--- src/hdl/jsi_pkg.sv ---
// Package for the joint setpoint integrator: item types, lane control types,
// register codes and the saturation helper. No dependencies.
`default_nettype none
package jsi_pkg;

  localparam int JOINTS     = 7;
  localparam int ARM_JOINTS = 6;

  localparam logic [1:0] CMD_MEASURED = 2'd0;
  localparam logic [1:0] CMD_VELOCITY = 2'd1;
  localparam logic [1:0] CMD_TICK     = 2'd2;

  localparam logic [2:0] REG_MODE   = 3'd6;
  localparam logic [2:0] REG_THRESH = 3'd7;

  localparam logic signed [31:0] ONE_Q           = 32'sd16777216;
  localparam logic [30:0]        THRESHOLD_RESET = 31'd4392264;

  typedef struct packed {
    logic [1:0]         cmd;
    logic signed [31:0] value_0;
    logic signed [31:0] value_1;
    logic signed [31:0] value_2;
    logic signed [31:0] value_3;
    logic signed [31:0] value_4;
    logic signed [31:0] value_5;
    logic signed [31:0] value_6;
  } in_item_t;

  typedef struct packed {
    logic signed [31:0] position_0;
    logic signed [31:0] position_1;
    logic signed [31:0] position_2;
    logic signed [31:0] position_3;
    logic signed [31:0] position_4;
    logic signed [31:0] position_5;
    logic signed [31:0] position_6;
    logic [5:0]         held_mask;
  } out_item_t;

  typedef struct packed {
    logic seed;
    logic meas;
    logic vel;
    logic tick;
  } lane_ctl_t;

  typedef struct packed {
    logic               clamp_on;
    logic               hold_en;
    logic               persist;
    logic signed [31:0] lo;
    logic signed [31:0] hi;
    logic [30:0]        thr;
  } lane_cfg_t;

  function automatic logic signed [31:0] sat33(input logic signed [32:0] v);
    logic signed [31:0] r;
    if (v[32] != v[31]) begin
      r = v[32] ? 32'sh8000_0000 : 32'sh7fff_ffff;
    end else begin
      r = v[31:0];
    end
    return r;
  endfunction

endpackage
`default_nettype wire

--- src/hdl/jsi_regs.sv ---
// Configuration registers behind the APB-style port: joint limits, mode bits
// and the error threshold. Depends on jsi_pkg.
`default_nettype none
module jsi_regs (
  input  wire logic             clk,
  input  wire logic             rst_n,
  input  wire logic             psel,
  input  wire logic             penable,
  input  wire logic             pwrite,
  input  wire logic [5:0]       paddr,
  input  wire logic [63:0]      pwdata,
  output logic [63:0]           prdata,
  output logic                  pready,
  output logic [5:0][63:0]      limits,
  output logic [7:0]            mode,
  output logic [30:0]           thr
);
  import jsi_pkg::*;

  logic [5:0][63:0] limits_r;
  logic [7:0]       mode_r;
  logic [30:0]      thr_r;
  logic [2:0]       idx;
  logic             wr;

  assign idx    = paddr[5:3];
  assign wr     = psel && penable && pwrite;
  assign pready = 1'b1;

  always_ff @(posedge clk) begin
    if (!rst_n) begin
      limits_r <= '0;
      mode_r   <= '0;
      thr_r    <= THRESHOLD_RESET;
    end else if (wr) begin
      unique case (idx)
        REG_MODE:   mode_r <= pwdata[7:0];
        REG_THRESH: thr_r  <= pwdata[30:0];
        default:    limits_r[idx] <= pwdata;
      endcase
    end
  end

  always_comb begin
    unique case (idx)
      REG_MODE:   prdata = {56'd0, mode_r};
      REG_THRESH: prdata = {33'd0, thr_r};
      default:    prdata = limits_r[idx];
    endcase
  end

  assign limits = limits_r;
  assign mode   = mode_r;
  assign thr    = thr_r;

endmodule
`default_nettype wire

--- config.mk ---
export PLATFORM = sky130hd
export DESIGN_NAME = jsi_regs
export DESIGN_NICKNAME = d
export VERILOG_FILES = /design/src/hdl/jsi_pkg.sv /design/src/hdl/jsi_regs.sv
export SDC_FILE = /design/constraint.sdc
export NUM_CORES = 1
export LEC_CHECK = 0
export BUFFER_PORTS_ARGS = -buffer_cell sky130_fd_sc_hd__buf_2
export CORE_AREA = 2 2 222 224
export CTS_CLUSTER_DIAMETER = 40
export DETAILED_ROUTE_END_ITERATION = 6
export DIE_AREA = 0 0 224 226
export REMOVE_ABC_BUFFERS = 1
export SLEW_MARGIN = 20
export SYNTH_ARGS = -nofsm -noshare
export SYNTH_HDL_FRONTEND = slang
export SYNTH_SLANG_ARGS = --single-unit
--- constraint.sdc ---
create_clock -name clk -period 3.38 [get_ports clk]
set_input_delay 0.338 -clock clk [delete_from_list [all_inputs] [get_ports clk]]
set_output_delay 0.338 -clock clk [all_outputs]
set_load 0.1 [all_outputs]
==> results_dict.tcl, run 1 <==
set metrics [dict create \
    status "completed" \
    slew_headroom_pct 40.2 \
    io_buffers 558 \
    synth.area.top_cells "dfxtp_1 (45%), mux2i_1 (24%), nand2_1 (10%)" \
    pre_cts_ws_ns 0.538 \
    yosysMostFrequentCell "nand2_1" \
    post-route-min-period_ns 2.86 \
    slew_viol_final 0 \
    power_mw 13.2 \
    grt_start_max_net_pins 83 \
    dp_cells 2930 \
    synth_seq_cells 423 \
    die-area_mm2 0.0506 \
    drc 0 \
    yosys_warnings 0 \
    drt_wl_total_um 69900 \
    final_antenna_net_count 0 \
    yosysTopAreaCell "dfxtp_1" \
    core_mm2 0.0483 \
    period_share_pct 84.7 \
    syn2layout_area_growth_pct 31.8 \
    grt_pass1_wl_um 102000 \
    dieWidth_um 224 \
    cts_setup_buffers 0 \
    grt_pass1_vias 16300 \
    required_ns 3.04 \
    cts_root_buffer "clkbuf_16" \
    path_cells "buf_4 > nor2b_4 > buf_4 > a221oi_1 > nor2_1 > buf_2" \
    holdBufCountCts 0 \
    postLayoutSetupSlackWorst_ns 0.516 \
    pwr_density_cell_mw_per_mm2 535 \
    fillers 4404 \
    final_nets 2455 \
    rows 81 \
    clk_path_buf_depth 3 \
    crit_path_max_incr_delay_ns 0.78 \
    fmax_mhz 349 \
    drive_gt1_share_pct 34.0 \
    p_leak_nw 10.3 \
    cts_tree "built" \
    maxCapViolations 0 \
    rsz0062_at_grt "false" \
    avgSynthCellArea_um2 10.1 \
    worst_path_max_delay_cell "nor2b_4" \
    synthArstFlopShare_pct 0 \
    start_util_pct 38.6 \
    cts_buffers 70 \
    reg2reg_slack_ns 2.65 \
    max_slew.worst_pin.slew_ns 0.895 \
    skew_ns 0 \
    place.gp.congestion 0.859 \
    die_height_um 226 \
    cp_max_fo 36 \
    track_usage_pct 26.4 \
    multi_input_area_mm2 0.00929 \
    postLayoutCellArea_mm2 0.0246 \
    clkTransAtPathRegs_ns 0.05 \
    synthTopCellsByCount "nand2_1 (514), mux2i_1 (451), dfxtp_1 (423), clkbuf_1 (69), mux2_2 (61)" \
    synth_area_mm2 0.0187 \
    dr_total_vias 16500 \
    ys_seq_area_share_pct 45.3 \
    ir_drop_mv 0.408 \
    stdcell_count 3052 \
    crit_buf_inv 3 \
    path_class "in2out" \
    min_path_type "in2reg" \
    drt_iter0_drc 1177 \
    cp-end-kind "output port" \
    clk_latency_ns 0.57 \
    synth_cells 1847 \
    ys_types 42 \
    crit_family "buffers and inverters" \
    synth_top_area_share_pct 45.3 \
    cts_resized 0 \
    cp-start-kind "input pin" \
    cts_max_level 3 \
    detail_route.wl_per_cell_um 22.9 \
    dr.pass1.iters 5 \
    dp_hpwl_um 46200 \
    antenna_found_initial 1 \
    overflow 0 \
    hold_viol 0 \
    synth_flop_cell "dfxtp_1" \
    io_pins 563 \
    synth_edf_count 0 \
    vias_per_cell 5.40 \
    crit_top_cell "buf_4" \
    seq_area_mm2 0.00847 \
    setup_viol 0 \
    cts.sinks 423 \
    placedInstanceArea_mm2 0.0223 \
    cp.arrival_ns 2.53 \
]
[layer usage]
metal	vias to the layer above	global-route usage, %	part of all wire (%)
met5	-	0	0.019
li1	7582	-	-
met2	687	43.2	47
met1	8064	32.9	42
met3	138	7.68	8.2
met4	2	10.3	3.0
[layout make-up]
| type | instances | share of cell area (%) |
|---|---|---|
| Clock inverter | 42 | 1.69 |
| Inverter | 10 | 0.153 |
| Clock buffer | 79 | 7.64 |
| Sequential cell | 423 | 34.4 |
| Antenna cell | 1 | 0.0102 |
| Timing Repair Buffer | 611 | 15.2 |
| Multi-Input combinational cell | 1264 | 37.7 |
| Tap cell | 622 | 3.16 |
[logic make-up (layout without fill, tap and decap cells)]
logic type,count (synthesis),in the layout,share of synthesized area [%]
multiplexers,532,532,30.3
AO/OA/AOI/OAI,172,172,7.05
other,1,2,0.0201
AND/OR/NAND/NOR,559,559,12.2
buffers and inverters,160,742,5.07
flip-flops,423,423,45.3
[stage by stage]
step / setup TNS, ns / utilization (%) / hold WS, ns
global route: 0 / 50.9 / 0.0771
floorplan: -4.92 / - / 0.429
global placement: 0 / 46.2 / 0.450
finish: 0 / 50.9 / 0.0850
CTS: 0 / 50.9 / 0.0448
detailed placement: 0 / 46.2 / 0.457
[state kept, by name (all words and copies together) (netlist names)]
name / count
limits: 384
mode: 8
thr: 31
[report_power, final]
group	switching, mW	total [mW]	leakage, nW	internal, mW
registers	0.0308	5.06	3.41	5.03
clock network	2.58	6.98	1.11	4.40
logic	0.878	1.13	5.80	0.252
[tightest hold or removal path, cell delays in order]
cell      delay [ns]
buf_2           0.10
inv_1           0.04
o311ai_0        0.11
[layout by cell type (no fill, tap or decap), types with 3 or more instances in the layout]
master / count
nor2_4: 5
clkbuf_1: 3
clkinvlp_4: 10
clkinv_2: 12
mux2_2: 61
o21ai_0: 28
dfxtp_1: 423
mux4_2: 20
buf_12: 38
inv_1: 7
nor2_1: 7
o221ai_1: 21
buf_4: 38
a221oi_1: 26
and2_1: 3
o2bb2ai_1: 5
mux2i_1: 451
nor4bb_1: 4
clkbuf_16: 73
clkbuf_8: 3
nand2_1: 514
buf_2: 533
a22o_1: 5
clkinv_4: 7
a22oi_1: 55
nor2b_1: 4
bufinv_16: 5
o22ai_1: 10
o311ai_0: 7
nor2_8: 3
inv_6: 8
a32o_1: 5
a221o_1: 5
nand3_1: 3
[path summary, 6_finish.rpt]
| path | start | to | depth (start not counted) |
|---|---|---|---|
| worst max register to register | thr[3]$_SDFFE_PN1P_ | thr[3]$_SDFFE_PN1P_ | 2 |
| worst max-delay path | paddr[4] | prdata[38] | 6 |
| worst min-delay path | pwdata[22] | thr[22]$_SDFFE_PN1P_ | 3 |
| worst min register to register | limits[307]$_SDFFE_PN0P_ | limits[307]$_SDFFE_PN0P_ | 2 |
Note: power is estimated with default switching activity, not from simulation.
==> run 2: changes to the inputs <==
CORE_AREA = 2 2 217 219   (was 2 2 222 224)
DIE_AREA = 0 0 219 221   (was 0 0 224 226)
PLACE_DENSITY = 0.65   (was default)
clock period = 2.72 ns   (was 3.38 ns; I/O delays follow)
==> results_dict.tcl, run 2 (synthesis results as in run 1) <==
set metrics [dict create \
    worst_path_max_delay_cell "a221oi_1" \
    vias_per_cell 5.47 \
    io_pins 563 \
    cts_max_level 3 \
    pwr_density_cell_mw_per_mm2 661 \
    final_nets 2488 \
    layout_common_cells "buf_2 (522), nand2_1 (514), mux2i_1 (451)" \
    max_slew.worst_pin.slew_ns 0.579 \
    dp_cells 2949 \
    cts_tree "built" \
    stdcell_count 3074 \
    placedInstanceArea_mm2 0.0228 \
    hold_viol 0 \
    p_int_mw 12.4 \
    rows 79 \
    required_ns 2.45 \
    p_comb_share_pct 8.7 \
    cts_root_buffer "clkbuf_16" \
    fillers 4047 \
    rsz0062_at_grt "false" \
    cp-end-kind "output port" \
    dp_hpwl_um 47600 \
    mostFrequentLayoutCell "buf_2" \
    maxCapViolations 0 \
    drt_wl_total_um 69500 \
    drive_gt1_share_pct 34.8 \
    swShare_pct 25.7 \
    status "completed" \
    io_buffers 558 \
    grt_pass1_vias 16600 \
    syn2layout_area_growth_pct 34.9 \
    drt_iter0_drc 1281 \
    p_switching_mw 4.27 \
    largest_reg_flops 384 \
    final_antenna_net_count 0 \
    core_mm2 0.0461 \
    clk_latency_ns 0.58 \
    dieWidth_um 219 \
    clkTransAtPathRegs_ns 0.06 \
    min_path_type "in2reg" \
    cts_buffers 67 \
    post-route-min-period_ns 2.54 \
    dr.pass1.iters 5 \
    drc 0 \
    cp_max_fo 3 \
    clk_path_buf_depth 3 \
    cts.sinks 423 \
    antenna_found_initial 2 \
    slew_headroom_pct 61.0 \
    grt_pass1_wl_um 103000 \
    die-area_mm2 0.0484 \
    fmax_mhz 394 \
    ir_drop_mv 0.530 \
    power_mw 16.7 \
    period_share_pct 93.4 \
    grt_start_max_net_pins 63 \
    skew_ns 0 \
    place.gp.congestion 0.907 \
    overflow 0 \
    path_class "reg2out" \
    p_seq_share_pct 37.8 \
    path_cells "mux2_2 > a221oi_1 > o21ai_0 > buf_12" \
    cts_setup_buffers 0 \
    crit_path_max_incr_delay_ns 0.49 \
    detail_route.wl_per_cell_um 22.6 \
    cts_resized 0 \
    start_util_pct 40.5 \
    cp-start-kind "register" \
    slew_viol_final 0 \
    p_leak_nw 10.6 \
    postLayoutCellArea_mm2 0.0252 \
    cp.arrival_ns 2.27 \
    setup_viol 0 \
    p_clk_share_pct 53.6 \
    die_height_um 221 \
    dr_total_vias 16800 \
    track_usage_pct 27.5 \
]
-- run 2: cell count changes in the layout (fill, tap and decap cells not counted), sizes merged --
| cell | change |
|---|---|
| clkinv | -7 |
| clkinvlp | -4 |
| inv | -1 |
| clkbuf | +10 |
| diode | +1 |
| bufinv | +2 |
| buf | +34 |
| dlygate4sd3 | +2 |
-- run 2: critical path, delay by kind of cell, from the launching register on --
family | cells | cell delay [ns]
buffers and inverters | 1 | 0.26
multiplexers | 1 | 0.27
flip-flops | 1 | 0.33
AO/OA/AOI/OAI | 2 | 0.83
-- run 2: metal layers --
metal	routed length [um]	share of wire, %	global-route usage (%)
met1	28600	41	34.2
met5	0	0	0
met2	33400	48	45.7
met3	5520	7.9	7.12
met4	1990	2.9	10.4
-- run 2: through the flow --
| step | hold slack [ns] | utilization [%] | TNS, ns | setup slack, ns |
|---|---|---|---|---|
| after floorplan | 0.363 | - | -29.90 | -1.02 |
| after global placement | 0.449 | 49.5 | 0 | 0.235 |
| after detailed placement | 0.460 | 49.5 | 0 | 0.200 |
| after CTS | 0.00599 | 54.7 | 0 | 0.122 |
| after global routing | 0.0674 | 54.7 | 0 | 0.157 |
| final | 0.0344 | 54.7 | 0 | 0.179 |
-- run 2: what timing repair did --
action                                  CTS  global route
hold endpoints to repair                  2             0
hold buffers                              2             0
endpoints found under the setup margin    0             0
-- run 2: final cells by class --
class,instances,area (um2),share of cell area (%)
inverters,10,37.5,0.149
clock buffers,89,1960,7.80
repair buffers,647,4270,16.9
diodes,2,5.00,0.0199
clock inverters,32,405,1.61
well taps,607,759,3.01
multi-input cells,1264,9290,36.9
flip-flops and latches,423,8470,33.6
-- run 2: path summary, 6_finish.rpt --
| path | startpoint | to | slack (ns) | depth (start not counted) |
|---|---|---|---|---|
| setup reg to reg | limits[146]$_SDFFE_PN0P_ | limits[146]$_SDFFE_PN0P_ | 1.96 | 2 |
| hold reg to reg | limits[136]$_SDFFE_PN0P_ | limits[136]$_SDFFE_PN0P_ | 0.47 | 2 |
| hold / removal | pwdata[22] | thr[22]$_SDFFE_PN1P_ | 0.03 | 3 |
| setup / recovery | limits[74]$_SDFFE_PN0P_ | prdata[10] | 0.18 | 4 |
-- run 2: power groups by stage --
stage	sequential, mW	clock, mW	combinational, mW
CTS	6.29	9.04	1.44
floorplan	6.74	0	0.461
global placement	6.42	0	1.42
global route	6.29	9.33	1.50
detailed placement	6.42	0	1.44
finish	6.29	8.92	1.45
